## config.mk

```make
export PLATFORM = sky130hd
export DESIGN_NAME = r5rr_ctrl
export DESIGN_NICKNAME = d
export VERILOG_FILES = /design/src/hdl/r5rr_pkg.sv /design/src/hdl/r5rr_ctrl.sv
export SDC_FILE = /design/constraint.sdc
export NUM_CORES = 1
export LEC_CHECK = 0
export BUFFER_PORTS_ARGS = -buffer_cell sky130_fd_sc_hd__buf_2
export CORE_ASPECT_RATIO = 0.7
export CORE_UTILIZATION = 33
export CTS_CLUSTER_DIAMETER = 40
export DETAILED_ROUTE_END_ITERATION = 8
export SLEW_MARGIN = 5
export SYNTH_ARGS = -nofsm -noshare
export SYNTH_HDL_FRONTEND = slang
export SYNTH_SLANG_ARGS = --single-unit
```

## constraint.sdc

```tcl
create_clock -name clk -period 1.7 [get_ports clk]
set_input_delay 0 -clock clk [delete_from_list [all_inputs] [get_ports clk]]
set_output_delay 0 -clock clk [all_outputs]
set_load 0.05 [all_outputs]
```

## src/hdl/r5rr_pkg.sv

```systemverilog
// ----------------------------------------------------------------------------
// r5rr_pkg
// Constants, codes and shared types of the RAID5 read and rebuild engine.
// ----------------------------------------------------------------------------
package r5rr_pkg;

  localparam int MAX_DISKS      = 8;
  localparam int WORDS_PER_DISK = 4096;

  localparam int DISK_W  = $clog2(MAX_DISKS);
  localparam int OFF_W   = $clog2(WORDS_PER_DISK);
  localparam int MEM_AW  = DISK_W + OFF_W;
  localparam int MEM_DEPTH = MAX_DISKS * WORDS_PER_DISK;

  localparam int DC_W    = 4;
  localparam int SB_W    = 13;
  localparam int ROWS_W  = 13;
  localparam int MASK_W  = 8;
  localparam int ADDR_W  = 32;
  localparam int WORD_W  = 32;
  localparam int REM_W   = SB_W - 1;
  localparam int CNT_W   = $clog2(ADDR_W + 1);
  localparam int PROD_W  = OFF_W + SB_W;
  localparam int SUM_W   = PROD_W + 1;
  localparam int POP_W   = $clog2(MASK_W + 1);

  // Packing of the input item's tdata, lowest field first.
  localparam int F_DISK_LO  = 0;
  localparam int F_WIDX_LO  = F_DISK_LO + 3;
  localparam int F_WVAL_LO  = F_WIDX_LO + 12;
  localparam int F_BADDR_LO = F_WVAL_LO + 32;
  localparam int IN_TDATA_W = ((F_BADDR_LO + 32 + 7) / 8) * 8;

  localparam int APB_AW = 4;
  localparam int APB_DW = 32;

  localparam logic OP_LOAD = 1'b0;
  localparam logic OP_READ = 1'b1;

  typedef enum logic [1:0] {
    REG_DISK_COUNT    = 2'd0,
    REG_STRIPE_BLOCKS = 2'd1,
    REG_STRIPE_ROWS   = 2'd2,
    REG_PRESENT_MASK  = 2'd3
  } reg_idx_t;

  typedef enum logic [3:0] {
    ST_IDLE,
    ST_DIV_Y,
    ST_DIV_K,
    ST_ROW,
    ST_DIV_M,
    ST_SEL,
    ST_XOR,
    ST_DRAIN,
    ST_DONE
  } state_t;

  typedef enum logic [1:0] {
    DIV_UNIT,
    DIV_ROW,
    DIV_ROT
  } div_kind_t;

  // Effective configuration after saturation and masking.
  typedef struct packed {
    logic [DC_W-1:0]   dc;
    logic [DISK_W-1:0] nd;
    logic [SB_W-1:0]   sb;
    logic [ROWS_W-1:0] rows;
    logic [MASK_W-1:0] mask;
    logic [POP_W-1:0]  cnt;
  } cfg_t;

  typedef struct packed {
    logic              mem_wr;
    logic              div_start;
    div_kind_t         div_kind;
    logic              map_en;
    logic              res_init;
    logic              res_avail;
    logic              rd_en;
    logic [DISK_W-1:0] rd_disk;
    logic              acc_en;
    logic              out_load;
  } cmd_t;

  typedef struct packed {
    logic              div_busy;
    logic              row_ok;
    logic              off_ok;
    logic              tgt_present;
    logic              can_rebuild;
    logic              out_free;
    logic [DISK_W-1:0] disk;
    logic [DISK_W-1:0] nd;
  } sts_t;

endpackage

```

## src/hdl/r5rr_ctrl.sv

```systemverilog
// ----------------------------------------------------------------------------
// r5rr_ctrl
// Sequencer for one item: load writes, divisions, row and offset checks, disk reads.
// ----------------------------------------------------------------------------
module r5rr_ctrl (
  input  logic            clk,
  input  logic            rst_n,
  input  logic            in_acc,
  input  logic            in_op,
  output logic            in_ready,
  input  r5rr_pkg::sts_t  sts,
  output r5rr_pkg::cmd_t  cmd
);

  r5rr_pkg::state_t              state_r, state_nxt;
  logic [r5rr_pkg::DISK_W-1:0]   idx_r, idx_nxt;

  always_ff @(posedge clk) begin
    if (!rst_n) begin
      state_r <= r5rr_pkg::ST_IDLE;
      idx_r   <= '0;
    end else begin
      state_r <= state_nxt;
      idx_r   <= idx_nxt;
    end
  end

  always_comb begin
    state_nxt = state_r;
    idx_nxt   = idx_r;
    cmd       = '0;
    in_ready  = 1'b0;
    unique case (state_r)
      r5rr_pkg::ST_IDLE: begin
        in_ready = 1'b1;
        if (in_acc) begin
          if (in_op == r5rr_pkg::OP_READ) begin
            cmd.div_start = 1'b1;
            cmd.div_kind  = r5rr_pkg::DIV_UNIT;
            state_nxt     = r5rr_pkg::ST_DIV_Y;
          end else begin
            cmd.mem_wr = 1'b1;
          end
        end
      end
      r5rr_pkg::ST_DIV_Y: begin
        if (!sts.div_busy) begin
          cmd.div_start = 1'b1;
          cmd.div_kind  = r5rr_pkg::DIV_ROW;
          state_nxt     = r5rr_pkg::ST_DIV_K;
        end
      end
      r5rr_pkg::ST_DIV_K: begin
        if (!sts.div_busy) begin
          state_nxt = r5rr_pkg::ST_ROW;
        end
      end
      r5rr_pkg::ST_ROW: begin
        if (sts.row_ok) begin
          cmd.div_start = 1'b1;
          cmd.div_kind  = r5rr_pkg::DIV_ROT;
          state_nxt     = r5rr_pkg::ST_DIV_M;
        end else begin
          cmd.res_init = 1'b1;
          state_nxt    = r5rr_pkg::ST_DONE;
        end
      end
      r5rr_pkg::ST_DIV_M: begin
        if (!sts.div_busy) begin
          cmd.map_en = 1'b1;
          state_nxt  = r5rr_pkg::ST_SEL;
        end
      end
      r5rr_pkg::ST_SEL: begin
        cmd.res_init = 1'b1;
        if (!sts.off_ok) begin
          state_nxt = r5rr_pkg::ST_DONE;
        end else if (sts.tgt_present) begin
          cmd.res_avail = 1'b1;
          cmd.rd_en     = 1'b1;
          cmd.rd_disk   = sts.disk;
          cmd.acc_en    = 1'b1;
          state_nxt     = r5rr_pkg::ST_DRAIN;
        end else if (sts.can_rebuild) begin
          cmd.res_avail = 1'b1;
          idx_nxt       = '0;
          state_nxt     = r5rr_pkg::ST_XOR;
        end else begin
          state_nxt = r5rr_pkg::ST_DONE;
        end
      end
      r5rr_pkg::ST_XOR: begin
        // One disk read per cycle; the missing disk's slot is read but not folded in.
        cmd.rd_en   = 1'b1;
        cmd.rd_disk = idx_r;
        cmd.acc_en  = (idx_r != sts.disk);
        if (idx_r == sts.nd) begin
          state_nxt = r5rr_pkg::ST_DRAIN;
        end else begin
          idx_nxt = idx_r + r5rr_pkg::DISK_W'(1);
        end
      end
      r5rr_pkg::ST_DRAIN: begin
        state_nxt = r5rr_pkg::ST_DONE;
      end
      r5rr_pkg::ST_DONE: begin
        if (sts.out_free) begin
          cmd.out_load = 1'b1;
          state_nxt    = r5rr_pkg::ST_IDLE;
        end
      end
      default: begin
        state_nxt = r5rr_pkg::ST_IDLE;
      end
    endcase
  end

endmodule

```

==> results of run 1 <==
-- layout make-up --
type                    instances  share of cell area
multi-input cells              75               0.576
repair buffers                 35               0.194
flip-flops and latches          7               0.143
well taps                      30              0.0382
clock buffers                   4              0.0268
inverters                       6              0.0229
-- metal layers --
layer  vias to the layer above  track usage  share of wire
met2                        29        0.241           0.41
met4                         0       0.0179              0
met1                       373        0.248           0.50
met5                         -            0              0
li1                        414            -              -
met3                         0       0.0599          0.092
-- final timing paths --
path              start         end  cells after the start
max          state_r[1]     cmd[11]                      5
min               rst_n  state_r[3]                      2
max reg2reg  state_r[1]    idx_r[2]                      4
min reg2reg    idx_r[1]    idx_r[1]                      2
-- cells in the final DEF, fill, tap and decap left out, drive strengths merged, types with 2 or more instances in the layout --
cell type / instances
buf: 35
nor2: 10
nand2: 7
xor2: 7
dfxtp: 7
inv: 6
nand3: 4
a21oi: 4
clkbuf: 4
o21ai: 4
and3: 3
a22o: 3
nor3: 3
mux2i: 3
nor4: 3
nand2b: 2
and2: 2
nand4: 2
-- worst max-delay path, stage by stage (launching register included) --
cell,delay [ps]
dfxtp_1,390
buf_4,250
nand4b_1,170
nor2_1,150
a311o_1,120
buf_2,250
-- power breakdown --
part	total [mW]	internal, mW	switching, mW	leakage, nW
Clock	0.149	0.0895	0.0594	0.0150
Sequential	0.206	0.185	0.0211	0.0567
Combinational	0.557	0.184	0.373	0.402
Total	0.912	0.458	0.453	0.473
-- state kept, by name, summed over array words and instances (netlist names) --
name / cells
state_r: 4
idx_r: 3
-- cells by family (layout without fill, tap and decap cells) --
kind of cell | count (synthesis) | count (layout)
buffers and inverters | 11 | 45
adders and majority gates | 1 | 1
DFF | 7 | 7
AOI/OAI and AO/OA | 20 | 20
and+or+nand+nor | 44 | 44
xor gates and xnor gates | 7 | 7
muxes | 3 | 3
-- per-stage QoR --
step	power [mW]	cell area, um^2	util	instances	worst slack (ps)
2_1_floorplan	0.638	758	-	93	-382
3_5_place_dp	0.766	956	0.486	153	279
5_1_grt	0.973	982	0.499	157	16.1
4_1_cts	0.920	982	0.499	157	113
3_3_place_gp	0.764	956	0.486	153	323
6_report	0.912	982	0.499	157	114
==> qor.csv, run 1 <==
stage,metric,value,unit
synth,Post-synth top cells,"nor2_1 (10), dfxtp_1 (7), nand2_1 (7), xor2_1 (7), inv_1 (5)",
worst_setup_path,CP endpoint kind,output pin,
sta,relative slew slack,0.783,
final_layout,share of layout cells above drive strength 1,0.378,
sta,"Setup violations, final",0,
power,cell area power density,928,mW/mm^2
floorplanning,DIE HEIGHT,41.2,um
sta,Slew Limit Fails,0,
global_routing,total gr overflow,0,
sta,hold slack,69.4,ps
worst_setup_path,crit-path max FO,12,
synth,Mean Syn Cell Area,7.80,um^2
global_routing,vias in the first global route,625,
sta,setup TNS,0,ps
final_layout,Layout Area Growth over Synthesis,35.3,%
synth,adder-cell share of the synthesized area,0.0172,
power,"IR drop worst, VDD",0.629,mV
place,I/O Buffers,29,
clocking,# H-tree levels,1,
final_layout,area of the multi-input gates,566,um^2
final_layout,FF+latch area,140,um^2
routing,post-route ant nets,0,
synth,"FF+latch count, synth",7,
floorplanning,die area,0.00239,mm^2
place,RePlAce Congestion,0.834,
power,Static Leakage,0.473,nW
run,Max-Cap Viols,0,
sta,Worst-Margin Slew,325,ps
routing,DRC,3,
global_routing,Total GRT Usage,0.170,
floorplanning,Ports,30,
synth,predominant post-synthesis flop cell,dfxtp_1,
routing,wire per inst,12.1,um
routing,Via-to-Cell Ratio,5.20,
sta,RSZ-0062 raised after global routing,false,
synth,combinational family with the most area after synthesis,simple AND/OR/NAND/NOR gates,
routing,DRT Pass-1 Iters,6,
synth,share of the yosys chip area belonging to registers,0.193,
worst_setup_path,Worst EP required,1700,ps
outcome,status,"complete, but fails checks",
synth,Ys Warns,0,
floorplanning,Initial Util,0.369,
synth,Synth area leaders,"dfxtp_1 (19%), xor2_1 (8.4%), nor2_1 (5.2%)",
global_routing,initial antenna violation count,0,
global_routing,largest net degree at the start of global routing,13,
routing,drt total wl,1890,um
synth,syn_nets,110,
clocking,# Post-CTS Setup Buffers,0,
worst_setup_path,critical path arrival,1590,ps
floorplanning,Cell Rows,13,
synth,post-synthesis compound-gate area fraction,0.229,
worst_setup_path,Startpoint Class,register,
synth,"FFs w/ async S/R, synth",0,
routing,1st-iter DRT viols,34,
synth,multiplexer area fraction after synthesis,0.0414,
global_routing,global-route wire length before repair,2870,um
sta,crit path time final,1590,ps
clocking,clk root buf,clkbuf_4,
clocking,insertion delay to the later sink of the worst-skew pair,250,ps
synth,synthesized instance count,93,
floorplanning,Horiz. Die Dim,58.1,um
synth,most frequent cell after synthesis,nor2_1,
final_layout,Nets,145,
synth,Synth cell types,41,
worst_setup_path,Crit Path Class,register to output pin,
sta,Layout Skew,5.46,ps
worst_setup_path,r2r setup slk,300,ps
sta,final hold viol count,0,
synth,simple-gate share of the synthesized area,0.362,
clocking,deepest clock path buffer count,2,
final_layout,Filler cells,210,
place,Detailed Place HPWL,1610,um
final_layout,diode count,0,
clocking,Post-CTS Resized,0,
clocking,CTS tree,done,
clocking,hold buffers post-CTS,0,
sta,fmax,630,MHz
floorplanning,Core Area,0.00197,mm^2
synth,Synth Area in XOR/XNOR,0.0845,
clocking,clock slew seen by the registers of the worst setup and hold paths,50,ps
clocking,clk sinks,7,
synth,top-area cell type share of the netlist area,0.193,
synth,Post-Synthesis Cell Area,726,um^2
sta,period utilization,0.933,
hold_path,Tightest Hold Check Type,input port to register,
routing,vias post-DR,816,
synth,Yosys top cell by area,dfxtp_1,
synth,number of synthesized flops with an enable pin,0,
clocking,TritonCTS Buffers,3,
outcome,failing checks,DRC,
Note: power is estimated with default switching activity, not from simulation.
==> run 2: changes to the inputs <==
- CORE_ASPECT_RATIO: 0.7 -> unset
- CORE_UTILIZATION: 33 -> 45
- PLACE_DENSITY: unset -> 0.76
==> qor.csv, run 2 (synthesis gave the netlist of run 1 again) <==
stage,metric,value,unit
power,clock network power share,0.173,
final_layout,diode count,0,
power,Comb power frac,0.607,
hold_path,worst hold stages,2,
worst_setup_path,CP endpoint kind,output pin,
clocking,Post-CTS Resized,0,
power,total power,938,uW
routing,1st-iter DRT viols,26,
global_routing,largest net degree at the start of global routing,14,
worst_setup_path,Crit Path Class,register to output pin,
sta,Layout Skew,6.52,ps
power,Seq pwr share,0.219,
worst_setup_path,R2R Path Start,state_r[2],
place,Post-DP Area,931,um^2
worst_setup_path,"Slowest-stage cell, CP",dfxtp_1,
routing,DRC,0,
worst_setup_path,CP Cell Sequence,"buf_4, nand4b_1, nor2_1, a311o_1, buf_2",
final_layout,"commonest non-fill, non-tap cell in the layout",buf_2,
sta,final hold viol count,0,
floorplanning,Initial Util,0.482,
outcome,status,"complete, no violations",
clocking,TritonCTS Buffers,3,
power,sw frac,0.514,
worst_setup_path,cell depth of the worst flop-to-flop path,5,
routing,wire per inst,13.9,um
hold_path,hold path endpoint,state_r[3],
clocking,# Post-CTS Setup Buffers,0,
final_layout,Finished Core Util,0.636,
power,design internal power,456,uW
worst_setup_path,worst r2r dst,state_r[1],
sta,fmax,627,MHz
power,"IR drop worst, VDD",0.714,mV
worst_setup_path,r2r setup slk,220,ps
clocking,# H-tree levels,1,
final_layout,max reg flops,4,
hold_path,Hold Crit Start,rst_n,
routing,post-route ant nets,0,
worst_setup_path,CP peak stage delay,420,ps
final_layout,Layout Area Growth over Synthesis,32.1,%
sta,relative slew slack,0.767,
final_layout,Nets,144,
floorplanning,die area,0.00178,mm^2
final_layout,highest-count cells in the layout ignoring fill and taps,"buf_2 (29), nor2_1 (9), nand2_1 (7), xor2_1 (7), dfxtp_1 (7)",
place,Detailed Place HPWL,1580,um
worst_setup_path,Startpoint Class,register,
sta,Worst-Margin Slew,344,ps
power,Static Leakage,0.471,nW
place,pre-CTS setup slack,229,ps
global_routing,global-route wire length before repair,3310,um
sta,"Setup violations, final",0,
final_layout,"Design Area, Final",958,um^2
clocking,clk sinks,7,
global_routing,Total GRT Usage,0.243,
clocking,clk root buf,clkbuf_4,
floorplanning,Ports,30,
place,I/O Buffers,29,
global_routing,vias in the first global route,758,
sta,Setup WS post-layout,105,ps
floorplanning,Core Area,0.00151,mm^2
floorplanning,DIE HEIGHT,42.2,um
sta,period utilization,0.938,
routing,Via-to-Cell Ratio,5.82,
clocking,CTS tree,done,
final_layout,Largest Register,state_r,
final_layout,share of layout cells above drive strength 1,0.381,
sta,RSZ-0062 raised after global routing,false,
floorplanning,Cell Rows,14,
place,RePlAce Congestion,0.808,
clocking,insertion delay to the later sink of the worst-skew pair,260,ps
global_routing,initial antenna violation count,0,
hold_path,Tightest Hold Check Type,input port to register,
worst_setup_path,crit-path max FO,9,
routing,DRT Pass-1 Iters,4,
worst_setup_path,Worst EP required,1700,ps
routing,drt total wl,1970,um
power,Switch Pwr,483,uW
place,Cells after DPL,138,
final_layout,fin cells,142,
clocking,hold buffers post-CTS,0,
power,cell area power density,979,mW/mm^2
clocking,clock slew seen by the registers of the worst setup and hold paths,60,ps
sta,crit path time final,1590,ps
sta,Slew Limit Fails,0,
floorplanning,Horiz. Die Dim,42.2,um
routing,vias post-DR,826,
clocking,deepest clock path buffer count,2,
final_layout,Largest regs,"state_r x4, idx_r x3",
global_routing,total gr overflow,0,
worst_setup_path,critical path arrival,1590,ps
run,Max-Cap Viols,0,
run 2: changes by cell type in the layout (fill, tap and decap cells not counted):
cell / before / now
clkbuf_1: 1 / 0
clkinv_2: 0 / 1
buf_4: 6 / 5
run 2: critical path: cells and delay by family, from the launching register on:
family	cells	cell delay [ps]
buffers and inverters	2	400
flip-flops	1	420
AO/OA/AOI/OAI	1	310
AND/OR/NAND/NOR	2	200
run 2: worst max-delay path by stage:
stage | start | to | cells after the start
final | state_r[2] | cmd[11] | 5
after global routing | state_r[2] | cmd[4] | 4
after CTS | state_r[2] | cmd[12] | 5
after detailed placement | state_r[2] | state_r[1] | 5
after global placement | state_r[0] | state_r[1] | 5
after floorplan | state_r[1] | cmd[11] | 4
run 2: area by class of cell:
cell class	count	area (um^2)
timing repair buffer	34	183
clock inverter	1	5.00
inverter	6	22.5
multi-input combinational	75	566
sequential	7	140
clock buffer	3	22.5
tap	16	20.0
fill	129	548
run 2: routing by layer:
metal	routed length, um	part of all wire	global-route usage	up-vias
li1	-	-	-	408
met1	867	0.44	0.339	388
met2	963	0.49	0.369	28
met3	139	0.070	0.0948	2
met4	2	0.0010	0.0250	0
met5	0	0	0	-
run 2: power groups by stage:
stage,registers (mW),clock network (mW),logic [mW]
after global placement,0.206,0,0.553
after global routing,0.210,0.178,0.607
after CTS,0.205,0.167,0.567
after detailed placement,0.208,0,0.565
final,0.206,0.163,0.570
after floorplan,0.216,0,0.422
run 2: stage by stage:
step / setup TNS, ps / hold WS (ps)
floorplan: -382 / 67.4
global placement: 0 / 334
detailed placement: 0 / 327
CTS: 0 / 51.6
global route: 0 / 59.4
finish: 0 / 57.2
