--- src/hdl/r5rr_pkg.sv ---
// ----------------------------------------------------------------------------
// r5rr_pkg
// Constants, codes and shared types of the RAID5 read and rebuild engine.
// ----------------------------------------------------------------------------
package r5rr_pkg;

  localparam int MAX_DISKS      = 8;
  localparam int WORDS_PER_DISK = 4096;

  localparam int DISK_W  = $clog2(MAX_DISKS);
  localparam int OFF_W   = $clog2(WORDS_PER_DISK);
  localparam int MEM_AW  = DISK_W + OFF_W;
  localparam int MEM_DEPTH = MAX_DISKS * WORDS_PER_DISK;

  localparam int DC_W    = 4;
  localparam int SB_W    = 13;
  localparam int ROWS_W  = 13;
  localparam int MASK_W  = 8;
  localparam int ADDR_W  = 32;
  localparam int WORD_W  = 32;
  localparam int REM_W   = SB_W - 1;
  localparam int CNT_W   = $clog2(ADDR_W + 1);
  localparam int PROD_W  = OFF_W + SB_W;
  localparam int SUM_W   = PROD_W + 1;
  localparam int POP_W   = $clog2(MASK_W + 1);

  // Packing of the input item's tdata, lowest field first.
  localparam int F_DISK_LO  = 0;
  localparam int F_WIDX_LO  = F_DISK_LO + 3;
  localparam int F_WVAL_LO  = F_WIDX_LO + 12;
  localparam int F_BADDR_LO = F_WVAL_LO + 32;
  localparam int IN_TDATA_W = ((F_BADDR_LO + 32 + 7) / 8) * 8;

  localparam int APB_AW = 4;
  localparam int APB_DW = 32;

  localparam logic OP_LOAD = 1'b0;
  localparam logic OP_READ = 1'b1;

  typedef enum logic [1:0] {
    REG_DISK_COUNT    = 2'd0,
    REG_STRIPE_BLOCKS = 2'd1,
    REG_STRIPE_ROWS   = 2'd2,
    REG_PRESENT_MASK  = 2'd3
  } reg_idx_t;

  typedef enum logic [3:0] {
    ST_IDLE,
    ST_DIV_Y,
    ST_DIV_K,
    ST_ROW,
    ST_DIV_M,
    ST_SEL,
    ST_XOR,
    ST_DRAIN,
    ST_DONE
  } state_t;

  typedef enum logic [1:0] {
    DIV_UNIT,
    DIV_ROW,
    DIV_ROT
  } div_kind_t;

  // Effective configuration after saturation and masking.
  typedef struct packed {
    logic [DC_W-1:0]   dc;
    logic [DISK_W-1:0] nd;
    logic [SB_W-1:0]   sb;
    logic [ROWS_W-1:0] rows;
    logic [MASK_W-1:0] mask;
    logic [POP_W-1:0]  cnt;
  } cfg_t;

  typedef struct packed {
    logic              mem_wr;
    logic              div_start;
    div_kind_t         div_kind;
    logic              map_en;
    logic              res_init;
    logic              res_avail;
    logic              rd_en;
    logic [DISK_W-1:0] rd_disk;
    logic              acc_en;
    logic              out_load;
  } cmd_t;

  typedef struct packed {
    logic              div_busy;
    logic              row_ok;
    logic              off_ok;
    logic              tgt_present;
    logic              can_rebuild;
    logic              out_free;
    logic [DISK_W-1:0] disk;
    logic [DISK_W-1:0] nd;
  } sts_t;

endpackage

--- src/hdl/r5rr_regs.sv ---
// ----------------------------------------------------------------------------
// r5rr_regs
// Configuration registers behind the APB port, with the derived array view.
// ----------------------------------------------------------------------------
module r5rr_regs (
  input  logic                          clk,
  input  logic                          rst_n,
  input  logic                          cfg_psel,
  input  logic                          cfg_penable,
  input  logic                          cfg_pwrite,
  input  logic [r5rr_pkg::APB_AW-1:0]   cfg_paddr,
  input  logic [r5rr_pkg::APB_DW-1:0]   cfg_pwdata,
  output logic [r5rr_pkg::APB_DW-1:0]   cfg_prdata,
  output logic                          cfg_pready,
  output r5rr_pkg::cfg_t                cfg
);

  logic [r5rr_pkg::DC_W-1:0]   dc_r;
  logic [r5rr_pkg::SB_W-1:0]   sb_r;
  logic [r5rr_pkg::ROWS_W-1:0] rows_r;
  logic [r5rr_pkg::MASK_W-1:0] mask_r;
  logic                        wr_en;
  r5rr_pkg::reg_idx_t          idx;
  logic [r5rr_pkg::DC_W-1:0]   dc_eff;
  logic [r5rr_pkg::MASK_W-1:0] mask_eff;
  logic [r5rr_pkg::POP_W-1:0]  pop;

  assign cfg_pready = 1'b1;
  assign wr_en      = cfg_psel && cfg_penable && cfg_pwrite && cfg_pready;
  assign idx        = r5rr_pkg::reg_idx_t'(cfg_paddr[3:2]);

  always_ff @(posedge clk) begin
    if (!rst_n) begin
      dc_r   <= r5rr_pkg::DC_W'(3);
      sb_r   <= r5rr_pkg::SB_W'(1);
      rows_r <= '0;
      mask_r <= '0;
    end else if (wr_en) begin
      unique case (idx)
        r5rr_pkg::REG_DISK_COUNT:    dc_r   <= cfg_pwdata[r5rr_pkg::DC_W-1:0];
        r5rr_pkg::REG_STRIPE_BLOCKS: sb_r   <= cfg_pwdata[r5rr_pkg::SB_W-1:0];
        r5rr_pkg::REG_STRIPE_ROWS:   rows_r <= cfg_pwdata[r5rr_pkg::ROWS_W-1:0];
        r5rr_pkg::REG_PRESENT_MASK:  mask_r <= cfg_pwdata[r5rr_pkg::MASK_W-1:0];
        default: ;
      endcase
    end
  end

  always_comb begin
    unique case (idx)
      r5rr_pkg::REG_DISK_COUNT:    cfg_prdata = r5rr_pkg::APB_DW'(dc_r);
      r5rr_pkg::REG_STRIPE_BLOCKS: cfg_prdata = r5rr_pkg::APB_DW'(sb_r);
      r5rr_pkg::REG_STRIPE_ROWS:   cfg_prdata = r5rr_pkg::APB_DW'(rows_r);
      r5rr_pkg::REG_PRESENT_MASK:  cfg_prdata = r5rr_pkg::APB_DW'(mask_r);
      default:                     cfg_prdata = '0;
    endcase
  end

  // Disk count is held to the supported range; mask bits of unused disks drop out.
  always_comb begin
    if (dc_r < r5rr_pkg::DC_W'(2)) begin
      dc_eff = r5rr_pkg::DC_W'(2);
    end else if (dc_r > r5rr_pkg::DC_W'(r5rr_pkg::MAX_DISKS)) begin
      dc_eff = r5rr_pkg::DC_W'(r5rr_pkg::MAX_DISKS);
    end else begin
      dc_eff = dc_r;
    end
    pop = '0;
    for (int i = 0; i < r5rr_pkg::MASK_W; i++) begin
      mask_eff[i] = mask_r[i] && (r5rr_pkg::DC_W'(i) < dc_eff);
      pop = pop + r5rr_pkg::POP_W'(mask_eff[i]);
    end
  end

  assign cfg.dc   = dc_eff;
  assign cfg.nd   = r5rr_pkg::DISK_W'(dc_eff - r5rr_pkg::DC_W'(1));
  assign cfg.sb   = (sb_r == '0) ? r5rr_pkg::SB_W'(1) : sb_r;
  assign cfg.rows = rows_r;
  assign cfg.mask = mask_eff;
  assign cfg.cnt  = pop;

endmodule

--- config.mk ---
export PLATFORM = sky130hd
export DESIGN_NAME = r5rr_regs
export DESIGN_NICKNAME = d
export VERILOG_FILES = /design/src/hdl/r5rr_pkg.sv /design/src/hdl/r5rr_regs.sv
export SDC_FILE = /design/constraint.sdc
export NUM_CORES = 1
export LEC_CHECK = 0
export ABC_AREA = 0
export CAP_MARGIN = 20
export CORE_MARGIN = 2
export CORE_UTILIZATION = 63
export CTS_CLUSTER_SIZE = 40
export DETAILED_ROUTE_END_ITERATION = 12
export DONT_BUFFER_PORTS = 1
export PLACE_DENSITY = 0.8
export SLEW_MARGIN = 30
export SYNTH_ARGS = -nofsm -noshare
export SYNTH_HDL_FRONTEND = slang
export SYNTH_SLANG_ARGS = --single-unit
--- constraint.sdc ---
create_clock -name clk -period 4.92 [get_ports clk]
set_input_delay 0.246 -clock clk [delete_from_list [all_inputs] [get_ports clk]]
set_output_delay 0.246 -clock clk [all_outputs]
set_load 0.05 [all_outputs]
==> flow_summary.toml, run 1 <==
[global_routing]
grt_pass1_vias = 1571
grtUsageTotal = 0.241
grt-ovfl-total = 0
grt_start_max_net_pins = 53
grt_pass1_wl_mm = 7.58
antenna_found_initial = 0

[sta]
fin_crit_ns = 4.46
drv_slew = 0
clock.fmax_mhz = 224
rsz0062_at_grt = "no"
setup_viol = 0
setup_slack_ns = 0.456
hold_ws_ns = 0.0351
worst-slew-pin-transition_ns = 0.983
slew_headroom = 0.343
setup-tns-final_ns = 0
post-route-period-util = 0.907
hold_violations = 0
fin_skew_ns = 0

[run]
drv_cap = 0

[clocking]
cts_sinks = 38
clk_pin_slew_worst_paths_ns = 0.11
htree_levels = 2
cts.root.buffer_cell = "clkbuf_4"
cts_tree = "built"
cts_buffers = 5
cts.repair.resized = 0
worst_skew_pair.late_latency_ns = 0.34
clockBufferDepth = 2

[placed_design]
post-place-ws_ns = 0.823
dp_hpwl_mm = 3.45
gp_congestion = 0.800
placedCellCount = 278
portBuffers = 0

[worst_hold_path]
hold_end = "sb_r[9]$_SDFFE_PN0P_"
hold_depth = 2
min_from = "rst_n"
hold_path_class = "input pin to flop"

[worst_setup_path]
arrival_ns = 4.22
critPathCaptureType = "primary output"
critPathKind = "flop to primary output"
r2r_end = "mask_r[1]$_SDFFE_PN0P_"
reg2reg_slack_ns = 3.87
timing.rr.start = "mask_r[1]$_SDFFE_PN0P_"
rr_worst_depth = 2
crit_family = "adder cells"
cp_cell_sequence = "buf_4, a21oi_2, buf_4, inv_1, ha_1, a21boi_2, fa_1, inv_1, fa_1, fa_1, inv_1, ha_1, inv_1, fa_1, xnor2_2, buf_12"
required_ns = 4.67
critical_path.max_fanout = 6
cp-start-kind = "flop"
crit_path_max_incr_delay_ns = 0.53
crit_slowest_cell = "fa_1"
path_buf_inv = 7

[cells_and_area]
n_antenna_cell = 0
drive_above_1_share = 0.146
nFillCells = 304
final_nets = 290
area_growth_pct = 0.985
instances_no_fill = 286

[synth]
synth-async-reset-ratio = 0
synth.most_common_cell = "nand2_1"
yosysWarnings = 0
postSynthAreaPerCell_um2 = 9.11
synth_common_cells = "nand2_1, dfxtp_1, mux2i_1"
yosysSeqAreaShare = 0.333
synthFlopType = "dfxtp_1"
synth.largest_area_cell = "dfxtp_1"
synth_cell_type_count = 30
ys_seq_elements = 38
synth_edf_count = 0
synthesis.area_mm2 = 0.00229
syn_inst = 251
synthDominantCellAreaShare = 0.333
synth_area_leaders = "dfxtp_1, mux2i_1, nand2_1"

[floorplan]
die_height_um = 64.2
dieArea_mm2 = 0.00413
die_x_um = 64.2
ioPinCount = 119
core_mm2 = 0.00342
start_util = 0.669
placementRows = 21

[detailed_routing]
firstDrtPassIters = 5
detail_route.wirelength_mm = 4.76
viasPerCell = 5.58
detail-route-antenna-nets = 0
vias = 1595
drtIter0Drc = 54
avgRoutedWirePerCell_um = 16.7
drc = 0

[power_and_ir_drop]
p_leak_nw = 0.930
irDropWorstVdd_uv = 236
p_per_area_mw_per_mm2 = 241

[outcome]
outcome = "finished clean"
[cells by family (layout without fill, tap and decap cells)]
family,Yosys count,after routing,synth area share
simple gates,77,77,0.170
buf+inv,61,32,0.144
mux,45,45,0.221
flops,38,38,0.333
compound gates,17,17,0.0586
fa+ha+maj,9,9,0.0624
other cells,2,20,0.00329
xor+xnor,2,2,0.00766
[layer usage]
metal  wire length, µm  share of wire  track usage
met1              1980           0.42        0.280
met2              2300           0.48        0.417
met3               427          0.090       0.0739
met4                60          0.013       0.0878
met5                 0              0            0
[worst max-delay path by stage]
stage	start	end	slack [ns]	cells after the start
after floorplan	dc_r[2]$_SDFFE_PN0P_	cfg[2]	0.05	13
after global placement	dc_r[3]$_SDFFE_PN0P_	cfg[2]	0.90	16
after detailed placement	dc_r[3]$_SDFFE_PN0P_	cfg[2]	0.82	16
after CTS	dc_r[3]$_SDFFE_PN0P_	cfg[2]	0.44	16
after global routing	dc_r[3]$_SDFFE_PN0P_	cfg[2]	0.24	16
final	dc_r[3]$_SDFFE_PN0P_	cfg[2]	0.46	16
[layout make-up]
cell class / count / area, µm² / area share
multi-input combinational: 170 / 1280 / 0.554
sequential: 38 / 761 / 0.330
timing repair buffer: 11 / 110 / 0.0477
tap: 46 / 57.6 / 0.0249
inverter: 14 / 52.6 / 0.0228
clock buffer: 5 / 37.5 / 0.0163
clock inverter: 2 / 10.0 / 0.00434
[state kept, by name (all words and copies together), names as in the netlist]
name	flops
rows_r	13
dc_r	4
sb_r	13
mask_r	8
[repair_timing]
action                    in CTS  in global routing
hold buffers                   1                  0
hold endpoints to repair       1                  0
setup buffers                  0                  0
[per-stage QoR]
step | power, mW | util | instance area, µm²
final | 0.557 | 0.676 | 2310
after global routing | 0.579 | 0.676 | 2310
after CTS | 0.557 | 0.675 | 2310
after detailed placement | 0.413 | 0.658 | 2250
after global placement | 0.412 | 0.658 | 2250
after floorplan | 0.428 | - | 2370
[cell usage in the layout (no fill, tap or decap), types with 2 or more instances in the layout]
| cell | count |
|---|---|
| mux2_2 | 4 |
| clkinv_2 | 2 |
| mux4_2 | 4 |
| nor4_1 | 3 |
| dfxtp_1 | 38 |
| mux2i_1 | 37 |
| nand2_1 | 56 |
| inv_1 | 14 |
| o211ai_1 | 2 |
| a22o_1 | 9 |
| ha_1 | 5 |
| buf_12 | 2 |
| conb_1 | 20 |
| nor3b_4 | 2 |
| fa_1 | 4 |
| buf_4 | 8 |
| and2_1 | 2 |
| clkbuf_4 | 5 |
| nor2b_1 | 8 |
[power by group]
part	leakage, nW	total (mW)	internal (mW)	switching (mW)
logic	0.593	0.0817	0.0167	0.0649
registers	0.307	0.326	0.312	0.0141
clock network	0.0308	0.150	0.0514	0.0986
total	0.930	0.557	0.380	0.178
Power figures use the tool's default switching activity.
==> run 2, diff against run 1 <==
CORE_UTILIZATION = 57   (was 63)
PLACE_DENSITY = 0.76   (was 0.8)
clock period = 3.7 ns   (was 4.92 ns; I/O delays follow)
==> flow_summary.toml, run 2 (synthesis results as in run 1) <==
[global_routing]
grt_pass1_wl_mm = 7.27
grt-ovfl-total = 0
grtUsageTotal = 0.218
antenna_found_initial = 0
grt_pass1_vias = 1469
grt_start_max_net_pins = 53

[floorplan]
die_height_um = 67.3
dieArea_mm2 = 0.00453
core_mm2 = 0.00394
start_util = 0.580
placementRows = 23
die_x_um = 67.3
ioPinCount = 119

[worst_setup_path]
critPathKind = "flop to primary output"
timing.rr.start = "sb_r[3]$_SDFFE_PN0P_"
critical_path.max_fanout = 4
crit_end = "cfg[1]"
reg2reg_slack_ns = 2.68
rr_worst_depth = 2
r2r_end = "sb_r[3]$_SDFFE_PN0P_"
crit_start = "dc_r[1]$_SDFFE_PN1P_"
cp-start-kind = "flop"
required_ns = 3.51
critPathCaptureType = "primary output"
arrival_ns = 3.70

[sta]
setup_slack_ns = -0.183
drv_slew = 0
post-route-period-util = 1.05
fin_skew_ns = 0
rsz0062_at_grt = "yes"
setup_viol = 2
slew_headroom = 0.363
hold_ws_ns = 0.0557
clock.fmax_mhz = 258
fin_crit_ns = 3.88
hold_violations = 0
worst-slew-pin-transition_ns = 0.954

[cells_and_area]
n_antenna_cell = 0
instances_no_fill = 298
area_growth_pct = 7.55
regArea_um2 = 764
top_regs = "rows_r x13, sb_r x13, mask_r x8"
mostFrequentLayoutCells = "nand2_1, mux2i_1, dfxtp_1"
nFillCells = 341
drive_above_1_share = 0.206
stdcell_area_mm2 = 0.00246
post-route-util = 0.624
multi_input_area_mm2 = 0.00133
final_nets = 298
layout_commonest_cell = "nand2_1"

[placed_design]
gp_congestion = 0.757
dp_hpwl_mm = 3.45
portBuffers = 0
postPlaceCellArea_mm2 = 0.00232
placedCellCount = 286

[detailed_routing]
vias = 1604
detail-route-antenna-nets = 0
firstDrtPassIters = 4
wl_met3_um = 420
avgRoutedWirePerCell_um = 16.1
viasPerCell = 5.38
detail_route.wirelength_mm = 4.79
top_layer = "met4"
dr_wl_met2_mm = 2.30
drtIter0Drc = 43
drc = 0
wl_met1_mm = 2.05

[power_and_ir_drop]
p_per_area_mw_per_mm2 = 328
irDropWorstVdd_uv = 271
p_leak_nw = 0.967
power_mw = 0.807

[clocking]
worst_skew_pair.late_latency_ns = 0.27
cts_buffers = 5
clockBufferDepth = 2
clk_pin_slew_worst_paths_ns = 0.07
cts_tree = "built"
cts.root.buffer_cell = "clkbuf_8"
cts_sinks = 38
htree_levels = 2

[outcome]
outcome = "complete, but fails checks"
violations = "setup timing"

[run]
drv_cap = 0

[worst_hold_path]
hold_path_class = "input pin to flop"
## run 2: area by class of cell
cell class | count | area share
clock buffer | 7 | 0.0310
inverter | 14 | 0.0229
multi-input combinational | 170 | 0.539
sequential | 38 | 0.311
tap | 50 | 0.0254
timing repair buffer | 19 | 0.0707
## run 2: what timing repair did
action,4_1_cts,5_1_grt
endpoints found under the hold margin,1,0
hold buffers,1,0
resized for setup,5,4
pin swaps,3,0
endpoints found under the setup margin,2,3
setup buffers,4,0
## run 2: metal layers
metal | track usage | up-vias
li1 | - | 775
met1 | 0.262 | 762
met5 | 0 | -
met4 | 0.0689 | 0
met3 | 0.0750 | 2
met2 | 0.365 | 65
## run 2: worst min-delay path by stage
stage                        startpoint                     end  slack, ns  cells past startpoint
final                             rst_n  rows_r[9]$_SDFFE_PN0P_       0.06                      2
after CTS                         rst_n    dc_r[2]$_SDFFE_PN0P_       0.04                      2
after floorplan           cfg_pwdata[0]  mask_r[0]$_SDFFE_PN0P_       0.35                      2
after global routing              rst_n  rows_r[6]$_SDFFE_PN0P_       0.04                      2
after detailed placement          rst_n    dc_r[1]$_SDFFE_PN1P_       0.29                      1
after global placement            rst_n    dc_r[1]$_SDFFE_PN1P_       0.28                      1
## run 2: per-stage QoR
| step | setup TNS [ns] | worst slack [ns] |
|---|---|---|
| final | -0.269 | -0.183 |
| after global placement | 0 | 0.0638 |
| after detailed placement | 0 | 0.0381 |
| after global routing | -0.607 | -0.337 |
| after CTS | -0.304 | -0.196 |
| after floorplan | -2.57 | -0.854 |
## run 2: where the power goes
part           total (mW)  switching, mW  internal (mW)
sequential          0.432         0.0180          0.414
combinational       0.114         0.0882         0.0258
clock               0.261          0.131          0.130
total               0.807          0.237          0.570
## run 2: critical path: stages (launching register included)
cell        delay, ns
dfxtp_2          0.34
o211ai_1         0.25
ha_2             0.26
a21boi_4         0.07
fa_1             0.51
inv_1            0.05
fa_1             0.50
fa_1             0.42
inv_2            0.08
ha_4             0.13
inv_2            0.03
fa_2             0.54
clkinvlp_4       0.24
==> run 3, diff against run 2 <==
RECOVER_POWER = 100   (was default)
==> flow_summary.toml, run 3 (synthesis results as in run 1) <==
[sta]
post-route-period-util = 1.05
slew_headroom = -0.808
drv_slew = 28
rsz0062_at_grt = "yes"
fin_crit_ns = 3.88
setup_slack_ns = -0.184
clock.fmax_mhz = 257
worst-slew-pin-transition_ns = 2.71
setup_viol = 2
hold_violations = 0
setup-tns-final_ns = -0.271
fin_skew_ns = 0

[global_routing]
grt_start_max_net_pins = 53
grt_pass1_vias = 1469
grtUsageTotal = 0.218
grt_pass1_wl_mm = 7.27
grt-ovfl-total = 0
antenna_found_initial = 0

[power_and_ir_drop]
irDropWorstVdd_uv = 270
power_frac_seq = 0.538
power_switching_mw = 0.234
power_mw = 0.803
p_leak_nw = 0.943
p_sw_frac = 0.292
p_per_area_mw_per_mm2 = 334
p_int_mw = 0.569
clockPowerShare = 0.322
comb_power_share = 0.139

[placed_design]
gp_congestion = 0.757
portBuffers = 0
dp_hpwl_mm = 3.45

[worst_setup_path]
cp-start-kind = "flop"
critical_path.max_fanout = 4
arrival_ns = 3.70
critPathKind = "flop to primary output"
critPathCaptureType = "primary output"
required_ns = 3.51

[clocking]
clk_pin_slew_worst_paths_ns = 0.07
clockBufferDepth = 2
htree_levels = 2
cts_sinks = 38
worst_skew_pair.late_latency_ns = 0.28
cts_buffers = 5
cts.root.buffer_cell = "clkbuf_8"
cts_tree = "built"

[outcome]
outcome = "complete, but fails checks"
violations = "capacitance limit, slew limit, setup timing"

[detailed_routing]
avgRoutedWirePerCell_um = 16.0
detail-route-antenna-nets = 0
drtIter0Drc = 37
firstDrtPassIters = 4
viasPerCell = 5.38
vias = 1602
drc = 0
detail_route.wirelength_mm = 4.78

[cells_and_area]
mostFrequentLayoutCells = "nand2_1, mux2i_1, dfxtp_1"
drive_above_1_share = 0.177
final_nets = 298
area_growth_pct = 5.15
layout_commonest_cell = "nand2_1"
post-route-util = 0.610
n_antenna_cell = 0
top_regs = "rows_r x13, sb_r x13, mask_r x8"

[floorplan]
ioPinCount = 119
placementRows = 23
die_height_um = 67.3
dieArea_mm2 = 0.00453
die_x_um = 67.3
start_util = 0.580
core_mm2 = 0.00394

[run]
drv_cap = 2

[worst_hold_path]
hold_path_class = "input pin to flop"
[run 3: changes by cell type in the layout (fill, tap and decap cells not counted)]
cell      previous run  this run
buf_4               15        13
clkbuf_1             2         4
nand3_1              0         1
nand3_4              1         0
nor2_1               1         2
nor2_4               1         0
nor3_1               0         1
nor3_2               1         0
nor3b_1              0         2
nor3b_4              2         0
[run 3: power by group through the flow]
stage	Sequential [mW]	Clock [mW]	Combinational, mW
final	0.432	0.259	0.112
after global routing	0.433	0.282	0.119
after CTS	0.432	0.263	0.114
after detailed placement	0.442	0	0.111
after global placement	0.441	0	0.110
after floorplan	0.433	0	0.136
[run 3: path summary, 6_finish.rpt]
kind / slack (ns) / cells past startpoint / endpoint / from
setup / recovery: -0.18 / 12 / cfg[1] / dc_r[1]$_SDFFE_PN1P_
hold / removal: 0.06 / 2 / rows_r[9]$_SDFFE_PN0P_ / rst_n
setup reg to reg: 2.40 / 3 / dc_r[3]$_SDFFE_PN0P_ / dc_r[3]$_SDFFE_PN0P_
hold reg to reg: 0.48 / 2 / mask_r[3]$_SDFFE_PN0P_ / mask_r[3]$_SDFFE_PN0P_
[run 3: layer usage]
| metal | share of wire | GRT usage | vias to the layer above |
|---|---|---|---|
| li1 | - | - | 773 |
| met1 | 0.42 | 0.262 | 753 |
| met2 | 0.47 | 0.365 | 72 |
| met3 | 0.097 | 0.0750 | 4 |
| met4 | 0.010 | 0.0689 | 0 |
| met5 | 0 | 0 | - |
[run 3: through the flow]
| stage | instances | hold slack, ns | area, µm² | setup WS, ns |
|---|---|---|---|---|
| 2_1_floorplan | 269 | 0.349 | 2410 | -0.854 |
| 3_3_place_gp | 286 | 0.285 | 2320 | 0.0638 |
| 3_5_place_dp | 286 | 0.286 | 2320 | 0.0381 |
| 4_1_cts | 298 | 0.0415 | 2440 | -0.196 |
| 5_1_grt | 298 | 0.0394 | 2400 | -0.337 |
| 6_report | 298 | 0.0551 | 2400 | -0.184 |
[run 3: worst max-delay path: stages, from the launching register on]
cell	delay, ns
dfxtp_2	0.34
o211ai_1	0.25
ha_2	0.26
a21boi_4	0.07
fa_1	0.51
inv_1	0.05
fa_1	0.50
fa_1	0.42
inv_2	0.08
ha_4	0.13
inv_2	0.03
fa_2	0.54
clkinvlp_4	0.24
[run 3: area by class of cell]
| type | count | area (µm²) |
|---|---|---|
| repair buffers | 19 | 166 |
| clock buffers | 7 | 76.3 |
| multi-input cells | 170 | 1280 |
| fillers | 350 | 1540 |
| well taps | 50 | 62.6 |
| flip-flops and latches | 38 | 764 |
| inverters | 14 | 56.3 |
[run 3: timing repair]
| action | CTS | global route |
|---|---|---|
| gates resized for setup | 5 | 4 |
| pin swaps | 3 | 0 |
| setup buffers | 4 | 0 |
| endpoints found under the hold margin | 1 | 0 |
| hold buffers | 1 | 0 |
| setup endpoints to repair | 2 | 3 |
